`src/rtl/rle_pkg.sv`:
```
package rle_pkg;

    // Selector carried in tuser of the input stream.
    typedef enum logic [1:0] {
        FUNC_TXN     = 2'd0,
        FUNC_CLOSE   = 2'd1,
        FUNC_RESTART = 2'd2
    } func_t;

    // Configuration register indexes.
    localparam int CFG_INDEX_BITS = 1;
    localparam int CFG_DATA_BITS  = 32;
    localparam logic [CFG_INDEX_BITS-1:0] CFG_INIT_LOW  = 1'b0;
    localparam logic [CFG_INDEX_BITS-1:0] CFG_INIT_HIGH = 1'b1;

    // Input request layout.
    localparam int FIELD_TIME_BITS   = 32;
    localparam int FIELD_AMOUNT_BITS = 31;
    localparam int OFS_TIME          = 0;
    localparam int OFS_WIN_START     = 32;
    localparam int OFS_WIN_END       = 64;
    localparam int OFS_AMOUNT_LOW    = 96;
    localparam int OFS_AMOUNT_HIGH   = 127;
    localparam int OFS_CONSUMES      = 158;
    localparam int IN_DATA_BITS      = 160;
    localparam int IN_USER_BITS      = 2;

    // Result layout: four 48-bit level bounds, then eight 47-bit sums.
    localparam int OUT_LEVEL_BITS = 48;
    localparam int OUT_SUM_BITS   = 47;
    localparam int OUT_DATA_BITS  = 568;

endpackage

```
`src/rtl/resource_level_envelope_core.sv`:
```
// Resource level envelope over a stream of time instants.
//
// Input requests arrive on the s_axis channel. tuser selects the kind of
// request: a transaction, an instant with no transactions, or a restart that
// reloads the initial capacity from the two configuration registers. tlast on
// a transaction marks the final transaction of the instant and closes it.
// Each closed instant produces one result on the m_axis channel carrying the
// four level bounds and the eight consumption and production sums.
//
// The block takes one request per cycle. A request is registered at the input,
// then all accumulator updates and the result are computed combinationally
// into the state and the result register, so a result passes the input
// register and then the result register. While a result waits on a stalled
// receiver, requests that do not close an instant keep flowing; the next
// closing request is held in the input register and s_axis_tready drops until
// the pending result is taken.
//
// Reset clears all accumulators and both configuration registers to zero.
// Configuration writes are taken on any cycle in which cfg_we is high and
// must only be issued while no request is in flight.
module resource_level_envelope_core
    import rle_pkg::*;
#(
    parameter int AMOUNT_BITS = 31,
    parameter int LEVEL_BITS  = 48,
    parameter int TIME_BITS   = 32
)
(
    input  logic                      clk,
    input  logic                      rst_n,

    input  logic                      cfg_we,
    input  logic [CFG_INDEX_BITS-1:0] cfg_index,
    input  logic [CFG_DATA_BITS-1:0]  cfg_data,

    input  logic                      s_axis_tvalid,
    output logic                      s_axis_tready,
    // instant_time, window_start, window_end, amount_low, amount_high,
    // consumes, one pad bit
    input  logic [IN_DATA_BITS-1:0]   s_axis_tdata,
    // func
    input  logic [IN_USER_BITS-1:0]   s_axis_tuser,
    // last_of_instant
    input  logic                      s_axis_tlast,

    output logic                      m_axis_tvalid,
    input  logic                      m_axis_tready,
    // lower_level_min, lower_level_max, upper_level_min, upper_level_max,
    // instant_use_min, instant_use_max, instant_supply_min, instant_supply_max,
    // total_use_min, total_use_max, total_supply_min, total_supply_max
    output logic [OUT_DATA_BITS-1:0]  m_axis_tdata
);

    typedef logic signed [LEVEL_BITS-1:0] level_t;

    localparam int TW = (TIME_BITS < FIELD_TIME_BITS) ? TIME_BITS : FIELD_TIME_BITS;
    localparam logic signed [63:0] LMAX_S = (64'sd1 <<< (LEVEL_BITS - 1)) - 64'sd1;
    localparam logic signed [63:0] LMIN_S = -LMAX_S - 64'sd1;
    localparam logic [63:0] LMAX_U   = LMAX_S;
    localparam logic [63:0] AMT_MASK = (64'd1 << AMOUNT_BITS) - 64'd1;
    localparam level_t LMAX_L = LMAX_S[LEVEL_BITS-1:0];
    localparam level_t LMIN_L = LMIN_S[LEVEL_BITS-1:0];
    localparam level_t ZERO_L = '0;

    function automatic level_t sat_add(level_t a, level_t b);
        logic signed [LEVEL_BITS:0] s;
        s = (LEVEL_BITS + 1)'(a) + (LEVEL_BITS + 1)'(b);
        if (s[LEVEL_BITS] != s[LEVEL_BITS-1])
            sat_add = s[LEVEL_BITS] ? LMIN_L : LMAX_L;
        else
            sat_add = s[LEVEL_BITS-1:0];
    endfunction

    function automatic level_t sat_sub(level_t a, level_t b);
        logic signed [LEVEL_BITS:0] s;
        s = (LEVEL_BITS + 1)'(a) - (LEVEL_BITS + 1)'(b);
        if (s[LEVEL_BITS] != s[LEVEL_BITS-1])
            sat_sub = s[LEVEL_BITS] ? LMIN_L : LMAX_L;
        else
            sat_sub = s[LEVEL_BITS-1:0];
    endfunction

    function automatic level_t amount_of(logic [FIELD_AMOUNT_BITS-1:0] raw);
        logic [63:0] v;
        v = 64'(raw) & AMT_MASK;
        if (v > LMAX_U)
            v = LMAX_U;
        amount_of = v[LEVEL_BITS-1:0];
    endfunction

    function automatic level_t level_of_reg(logic [CFG_DATA_BITS-1:0] raw);
        logic signed [63:0] s;
        s = 64'(signed'(raw));
        if (s > LMAX_S)
            s = LMAX_S;
        else if (s < LMIN_S)
            s = LMIN_S;
        level_of_reg = s[LEVEL_BITS-1:0];
    endfunction

    function automatic logic [OUT_LEVEL_BITS-1:0] out_level(level_t x);
        logic signed [63:0] w;
        w = 64'(x);
        out_level = w[OUT_LEVEL_BITS-1:0];
    endfunction

    function automatic logic [OUT_SUM_BITS-1:0] out_sum(level_t x);
        logic signed [63:0] w;
        w = 64'(x);
        out_sum = w[OUT_SUM_BITS-1:0];
    endfunction

    // Configuration registers.
    logic [CFG_DATA_BITS-1:0] init_low_reg;
    logic [CFG_DATA_BITS-1:0] init_high_reg;

    always_ff @(posedge clk or negedge rst_n)
    begin
        if (!rst_n)
        begin
            init_low_reg  <= '0;
            init_high_reg <= '0;
        end
        else if (cfg_we)
        begin
            unique case (cfg_index)
                CFG_INIT_LOW:  init_low_reg  <= cfg_data;
                CFG_INIT_HIGH: init_high_reg <= cfg_data;
                default:       ;
            endcase
        end
    end

    // Input register. Amount clamping and time compares are done ahead of it.
    logic   in_valid_reg;
    func_t  func_reg;
    logic   last_reg;
    logic   cons_reg;
    logic   single_reg;
    logic   at_start_reg;
    logic   at_end_reg;
    level_t lo_reg;
    level_t hi_reg;

    logic   in_accept;
    logic   advance;
    logic   emits;

    assign in_accept     = s_axis_tvalid && s_axis_tready;
    assign emits         = (func_reg == FUNC_CLOSE) || ((func_reg == FUNC_TXN) && last_reg);
    assign advance       = in_valid_reg && (!emits || !m_axis_tvalid || m_axis_tready);
    assign s_axis_tready = !in_valid_reg || advance;

    always_ff @(posedge clk or negedge rst_n)
    begin
        if (!rst_n)
            in_valid_reg <= 1'b0;
        else if (in_accept)
            in_valid_reg <= 1'b1;
        else if (advance)
            in_valid_reg <= 1'b0;
    end

    always_ff @(posedge clk)
    begin
        if (in_accept)
        begin
            func_reg     <= func_t'(s_axis_tuser);
            last_reg     <= s_axis_tlast;
            cons_reg     <= s_axis_tdata[OFS_CONSUMES];
            single_reg   <= s_axis_tdata[OFS_WIN_START +: TW] == s_axis_tdata[OFS_WIN_END +: TW];
            at_start_reg <= s_axis_tdata[OFS_WIN_START +: TW] == s_axis_tdata[OFS_TIME +: TW];
            at_end_reg   <= s_axis_tdata[OFS_WIN_END +: TW] == s_axis_tdata[OFS_TIME +: TW];
            lo_reg       <= amount_of(s_axis_tdata[OFS_AMOUNT_LOW +: FIELD_AMOUNT_BITS]);
            hi_reg       <= amount_of(s_axis_tdata[OFS_AMOUNT_HIGH +: FIELD_AMOUNT_BITS]);
        end
    end

    // Accumulators.
    level_t lower_min_reg, lower_max_reg, upper_min_reg, upper_max_reg;
    level_t prior_use_min_reg, prior_use_max_reg, prior_supply_min_reg, prior_supply_max_reg;
    level_t now_use_min_reg, now_use_max_reg, now_supply_min_reg, now_supply_max_reg;
    level_t end_use_min_reg, end_use_max_reg, end_supply_min_reg, end_supply_max_reg;

    level_t lower_min_next, lower_max_next, upper_min_next, upper_max_next;
    level_t prior_use_min_next, prior_use_max_next, prior_supply_min_next, prior_supply_max_next;
    level_t now_use_min_next, now_use_max_next, now_supply_min_next, now_supply_max_next;
    level_t end_use_min_next, end_use_max_next, end_supply_min_next, end_supply_max_next;

    // Instant values after this request's transaction has been applied.
    level_t lmin_t, lmax_t, umin_t, umax_t;
    level_t nu_min_t, nu_max_t, ns_min_t, ns_max_t;
    level_t eu_min_t, eu_max_t, es_min_t, es_max_t;
    level_t tot_use_max, tot_supply_max;

    logic [OUT_DATA_BITS-1:0] out_data_next;
    logic [OUT_DATA_BITS-1:0] out_data_reg;
    logic                     out_valid_reg;

    always_comb
    begin
        lmin_t   = lower_min_reg;
        lmax_t   = lower_max_reg;
        umin_t   = upper_min_reg;
        umax_t   = upper_max_reg;
        nu_min_t = now_use_min_reg;
        nu_max_t = now_use_max_reg;
        ns_min_t = now_supply_min_reg;
        ns_max_t = now_supply_max_reg;
        eu_min_t = end_use_min_reg;
        eu_max_t = end_use_max_reg;
        es_min_t = end_supply_min_reg;
        es_max_t = end_supply_max_reg;

        if (func_reg == FUNC_TXN)
        begin
            if (cons_reg)
            begin
                if (single_reg)
                    nu_min_t = sat_add(nu_min_t, lo_reg);
                nu_max_t = sat_add(nu_max_t, hi_reg);
            end
            else
            begin
                if (single_reg)
                    ns_min_t = sat_add(ns_min_t, lo_reg);
                ns_max_t = sat_add(ns_max_t, hi_reg);
            end

            // Window opening at the instant is applied before window closing.
            if (at_start_reg)
            begin
                if (cons_reg)
                begin
                    lmin_t = sat_sub(lmin_t, hi_reg);
                    lmax_t = sat_sub(lmax_t, lo_reg);
                end
                else
                begin
                    umin_t = sat_add(umin_t, lo_reg);
                    umax_t = sat_add(umax_t, hi_reg);
                end
            end
            if (at_end_reg)
            begin
                if (cons_reg)
                begin
                    umax_t   = sat_sub(umax_t, lo_reg);
                    umin_t   = sat_sub(umin_t, hi_reg);
                    eu_min_t = sat_add(eu_min_t, lo_reg);
                    eu_max_t = sat_add(eu_max_t, hi_reg);
                end
                else
                begin
                    lmin_t   = sat_add(lmin_t, lo_reg);
                    lmax_t   = sat_add(lmax_t, hi_reg);
                    es_min_t = sat_add(es_min_t, lo_reg);
                    es_max_t = sat_add(es_max_t, hi_reg);
                end
            end
        end

        tot_use_max    = sat_add(prior_use_max_reg, nu_max_t);
        tot_supply_max = sat_add(prior_supply_max_reg, ns_max_t);

        lower_min_next        = lmin_t;
        lower_max_next        = lmax_t;
        upper_min_next        = umin_t;
        upper_max_next        = umax_t;
        now_use_min_next      = nu_min_t;
        now_use_max_next      = nu_max_t;
        now_supply_min_next   = ns_min_t;
        now_supply_max_next   = ns_max_t;
        end_use_min_next      = eu_min_t;
        end_use_max_next      = eu_max_t;
        end_supply_min_next   = es_min_t;
        end_supply_max_next   = es_max_t;
        prior_use_min_next    = prior_use_min_reg;
        prior_use_max_next    = prior_use_max_reg;
        prior_supply_min_next = prior_supply_min_reg;
        prior_supply_max_next = prior_supply_max_reg;

        if (emits)
        begin
            // The minimum totals equal the folded prior minimums.
            prior_use_min_next    = sat_add(prior_use_min_reg, eu_min_t);
            prior_use_max_next    = sat_add(prior_use_max_reg, eu_max_t);
            prior_supply_min_next = sat_add(prior_supply_min_reg, es_min_t);
            prior_supply_max_next = sat_add(prior_supply_max_reg, es_max_t);
        end

        if (emits || (func_reg == FUNC_RESTART))
        begin
            now_use_min_next    = ZERO_L;
            now_use_max_next    = ZERO_L;
            now_supply_min_next = ZERO_L;
            now_supply_max_next = ZERO_L;
            end_use_min_next    = ZERO_L;
            end_use_max_next    = ZERO_L;
            end_supply_min_next = ZERO_L;
            end_supply_max_next = ZERO_L;
        end

        if (func_reg == FUNC_RESTART)
        begin
            lower_min_next        = level_of_reg(init_low_reg);
            lower_max_next        = level_of_reg(init_low_reg);
            upper_min_next        = level_of_reg(init_high_reg);
            upper_max_next        = level_of_reg(init_high_reg);
            prior_use_min_next    = ZERO_L;
            prior_use_max_next    = ZERO_L;
            prior_supply_min_next = ZERO_L;
            prior_supply_max_next = ZERO_L;
        end

        out_data_next = {
            out_sum(tot_supply_max),
            out_sum(prior_supply_min_next),
            out_sum(tot_use_max),
            out_sum(prior_use_min_next),
            out_sum(ns_max_t),
            out_sum(ns_min_t),
            out_sum(nu_max_t),
            out_sum(nu_min_t),
            out_level(umax_t),
            out_level(umin_t),
            out_level(lmax_t),
            out_level(lmin_t)
        };
    end

    always_ff @(posedge clk or negedge rst_n)
    begin
        if (!rst_n)
        begin
            lower_min_reg        <= '0;
            lower_max_reg        <= '0;
            upper_min_reg        <= '0;
            upper_max_reg        <= '0;
            prior_use_min_reg    <= '0;
            prior_use_max_reg    <= '0;
            prior_supply_min_reg <= '0;
            prior_supply_max_reg <= '0;
            now_use_min_reg      <= '0;
            now_use_max_reg      <= '0;
            now_supply_min_reg   <= '0;
            now_supply_max_reg   <= '0;
            end_use_min_reg      <= '0;
            end_use_max_reg      <= '0;
            end_supply_min_reg   <= '0;
            end_supply_max_reg   <= '0;
        end
        else if (advance)
        begin
            lower_min_reg        <= lower_min_next;
            lower_max_reg        <= lower_max_next;
            upper_min_reg        <= upper_min_next;
            upper_max_reg        <= upper_max_next;
            prior_use_min_reg    <= prior_use_min_next;
            prior_use_max_reg    <= prior_use_max_next;
            prior_supply_min_reg <= prior_supply_min_next;
            prior_supply_max_reg <= prior_supply_max_next;
            now_use_min_reg      <= now_use_min_next;
            now_use_max_reg      <= now_use_max_next;
            now_supply_min_reg   <= now_supply_min_next;
            now_supply_max_reg   <= now_supply_max_next;
            end_use_min_reg      <= end_use_min_next;
            end_use_max_reg      <= end_use_max_next;
            end_supply_min_reg   <= end_supply_min_next;
            end_supply_max_reg   <= end_supply_max_next;
        end
    end

    // Result register.
    always_ff @(posedge clk or negedge rst_n)
    begin
        if (!rst_n)
            out_valid_reg <= 1'b0;
        else if (advance && emits)
            out_valid_reg <= 1'b1;
        else if (m_axis_tready)
            out_valid_reg <= 1'b0;
    end

    always_ff @(posedge clk)
    begin
        if (advance && emits)
            out_data_reg <= out_data_next;
    end

    assign m_axis_tvalid = out_valid_reg;
    assign m_axis_tdata  = out_data_reg;

    // A closing request always leaves a result behind.
    a_close_gives_result: assert property (@(posedge clk) disable iff (!rst_n)
        (advance && emits) |=> out_valid_reg)
        else $error("closing request did not load the result register");

    // A closing request must never overwrite a result that is still waiting.
    a_no_overwrite: assert property (@(posedge clk) disable iff (!rst_n)
        (out_valid_reg && !m_axis_tready) |-> !(advance && emits))
        else $error("pending result overwritten");

    // Restart clears the prior and instant sums.
    a_restart_clears: assert property (@(posedge clk) disable iff (!rst_n)
        (advance && func_reg == FUNC_RESTART) |=>
        (prior_use_min_reg == ZERO_L) && (prior_supply_max_reg == ZERO_L) &&
        (now_use_max_reg == ZERO_L) && (end_supply_min_reg == ZERO_L))
        else $error("restart left sums behind");

    // Sums of clamped amounts never go negative.
    a_sums_nonneg: assert property (@(posedge clk) disable iff (!rst_n)
        !prior_use_min_reg[LEVEL_BITS-1] && !prior_supply_max_reg[LEVEL_BITS-1] &&
        !now_use_max_reg[LEVEL_BITS-1] && !end_supply_min_reg[LEVEL_BITS-1])
        else $error("consumption or production sum went negative");

endmodule
```
`config.mk`:
```
export PLATFORM = sky130hd
export DESIGN_NAME = resource_level_envelope_core
export DESIGN_NICKNAME = d
export VERILOG_FILES = /design/src/rtl/rle_pkg.sv /design/src/rtl/resource_level_envelope_core.sv
export SDC_FILE = /design/constraint.sdc
export NUM_CORES = 2
export LEC_CHECK = 0
export BUFFER_PORTS_ARGS = -buffer_cell sky130_fd_sc_hd__buf_2
export CELL_PAD_IN_SITES_DETAIL_PLACEMENT = 2
export CELL_PAD_IN_SITES_GLOBAL_PLACEMENT = 2
export CORE_MARGIN = 2
export CORE_UTILIZATION = 41
export CTS_CLUSTER_SIZE = 28
export DETAILED_ROUTE_END_ITERATION = 16
export PLACE_DENSITY_LB_ADDON = 0.1
export SETUP_SLACK_MARGIN = 0.02
export SLEW_MARGIN = 15
export SYNTH_ARGS = -nofsm -noshare
export SYNTH_HDL_FRONTEND = slang
export SYNTH_SLANG_ARGS = --single-unit
```
`constraint.sdc`:
```
create_clock -name clk -period 44.4 [get_ports clk]
set_input_delay 2.22 -clock clk [delete_from_list [all_inputs] [get_ports clk]]
set_output_delay 2.22 -clock clk [all_outputs]
set_load 0.02 [all_outputs]
```
==> results.json <==
{
  "netlist_area_um2": 110000,
  "pwr_density_cell_nw_per_um2": 39.4,
  "place_congestion": 0.962,
  "timing.setup.tns_ns": 0,
  "slew_violations": 0,
  "worst_pin_slew_ns": 1.24,
  "synthTopCellsByArea": "dfrtp_1 (19%), edfxtp_1 (17%), ha_1 (8.9%), o21ai_0 (6.5%), a21oi_1 (5.3%)",
  "post-cts-setup-buffer-count": 0,
  "p_leak_nw": 55.8,
  "fmax_mhz": 75.4,
  "hpwl_mm": 397,
  "status": "complete, no violations",
  "netlist.area_leader.share_pct": 19.0,
  "cts.clk_slew.worst_paths_ns": 0.07,
  "rsz0062_at_grt": "false",
  "drive_gt1_share_pct": 11.4,
  "hold_path_class": "reg -> reg",
  "fin_nets": 14500,
  "hold_path_depth": 1,
  "cts-hold-fix-buffers": 0,
  "ys.flop_type": "dfrtp_1",
  "synth-async-reset-ratio_pct": 56.7,
  "grt_remaining_overflow": 0,
  "die_area_um2": 273000,
  "cts_resized": 0,
  "synth-edff-count": 637,
  "grt_max_degree": 178,
  "track_usage_pct": 39.3,
  "ff2ff_path_depth": 37,
  "ctsLongestPathBuffers": 4,
  "cp_max_fo": 35,
  "synth.distinct_cells": 107,
  "fp-row-count": 190,
  "syn-mean-instance-area_um2": 8.52,
  "setup_violations": 0,
  "setup_slack_ns": 31.14,
  "synth_warnings": 0,
  "period_share_pct": 29.9,
  "crit_path_start_kind": "flop",
  "wl_per_cell_um": 32.0,
  "period_needed_ns": 13.26,
  "layoutNonFillerInstCount": 17200,
  "final_cell_area_um2": 125000,
  "yosysMostFrequentCell": "nand2_1",
  "yosysTopAreaCell": "dfrtp_1",
  "dieWidth_um": 522,
  "relSlewSlack_pct": 16.5,
  "dr_total_vias": 112000,
  "io_buffers": 769,
  "cts_tree": "built",
  "area_growth_pct": 13.4,
  "ant_nets": 0,
  "syn_inst": 12900,
  "fin_skew_ns": 0.0588,
  "critPathTopFamily": "compound AO/OA/AOI/OAI gates",
  "cts-root-buf": "clkbuf_16",
  "htree_levels": 4,
  "start_util_pct": 41.1,
  "cp.required_ns": 44.99,
  "routed_wl_mm": 551,
  "dp.cells": 16800,
  "yosysSeqAreaShare_pct": 36.4,
  "drv_cap": 0,
  "core_area_um2": 267000,
  "antenna_found_initial": 59,
  "cts.sinks": 1471,
  "firstDrtPassIters": 5,
  "placed_cell_area_um2": 118000,
  "cp_common_cell": "o21ai_0",
  "grt_pass1_wl_mm": 808,
  "dp_slack_ns": 31.22,
  "worst-path-stages": 37,
  "drt_iter0_drc": 9428,
  "cts_buffers": 185,
  "reg2reg_slack_ns": 31.14,
  "slowest_delay_ns": 0.78,
  "vdd_drop_max_uv": 28.7,
  "crit_arrival_ns": 13.85,
  "grt_pass1_vias": 119000,
  "crit_type": "reg -> reg",
  "hold_viol": 0,
  "viasPerCell": 6.50,
  "synth_commonest_cells": "nand2_1 (1523), o21ai_0 (1437), a21oi_1 (1163), nor2_1 (1132), dfrtp_1 (834)",
  "crit_slowest_cell": "o41ai_1",
  "clkLatencyLatePin_ns": 0.93,
  "drc": 0,
  "end_kind": "flop",
  "syn-num-nets": 13900,
  "crit_buf_inv": 3,
  "largest_reg_flops": 568,
  "boundaryPins": 771,
  "synth-seq-cells": 1471,
  "die_height_um": 522
}
cell usage in the layout, fill, tap and decap left out, types with 42 or more instances in the layout:
cell       synthesis  routed
and2_1            86      82
or2_2             45      45
clkbuf_16          0     188
a31oi_1          224     224
dfrtp_1          834     834
edfxtp_1         637     637
nand3_1          319     319
a21boi_0          43      43
nor4_1            62      61
o22ai_1           83      83
o21a_1           155     155
and3_1           160     158
xnor2_1          438     435
nor3_1           186     185
nor2b_1          112     108
o21bai_1         114     114
ha_1             784     784
buf_2              6     768
inv_1            324     324
a221o_1           62      62
xor2_1           329     327
a21oi_1         1163    1159
nand2_1         1523    1511
o21ai_0         1437    1429
a211oi_1          87      87
nand2b_1         160     159
a22o_1           213     213
o31ai_1          126     124
or3_1             83      82
buf_4              0     222
nor2_1          1132    1120
diode_2            0      43
o211ai_1          99      99
a21o_1           467     467
mux2_2            77      77
o22a_1            42      42
nand4_1          104     104
power by group:
group	internal [mW]	switching (mW)
logic	0.528	1.04
registers	1.54	0.135
clock network	0.962	0.695
total	3.03	1.88
area by class of cell:
class                           instances  area [um2]
Sequential cell                      1471       40000
Clock buffer                          240        5070
Clock inverter                        103        1320
Inverter                              325        1230
Antenna cell                           43         108
Timing Repair Buffer                  997        5650
Multi-Input combinational cell      10500       66900
Fill cell                           29400      143000
Tap cell                             3552        4440
metrics by stage:
stage | hold WS [ns] | power (mW) | util [%]
4_1_cts | 0.504 | 4.89 | 46.6
2_1_floorplan | 0.453 | 2.66 | -
3_5_place_dp | 0.491 | 3.22 | 44.2
6_report | 0.512 | 4.91 | 46.6
3_3_place_gp | 0.468 | 3.14 | 44.2
5_1_grt | 0.524 | 5.10 | 46.6
path summary, 6_finish.rpt:
path / start / endpoint
setup / recovery: hi_reg[0] / m_axis_tdata[561]
hold / removal: init_high_reg[13] / init_high_reg[13]
hold reg to reg: init_high_reg[13] / init_high_reg[13]
setup reg to reg: hi_reg[0] / m_axis_tdata[561]
min in group asynchronous: rst_n / now_use_max_reg[29]
max in group asynchronous: rst_n / upper_min_reg[30]
kinds of logic after synthesis:
logic type	share of synthesized area [%]
AOI/OAI and AO/OA	27.2
xor gates and xnor gates	6.13
adders and majority gates	9.42
buffers and inverters	3.20
DFF	36.4
muxes	0.970
and+or+nand+nor	16.8
per-layer routing:
metal	wire (um)	global-route usage (%)	vias up
met2	254000	62.9	4103
met1	222000	48.8	57800
met3	37400	6.87	1204
met5	177	0	-
met4	37600	25.3	26
li1	-	-	48800
(Power assumes the default switching activity.)
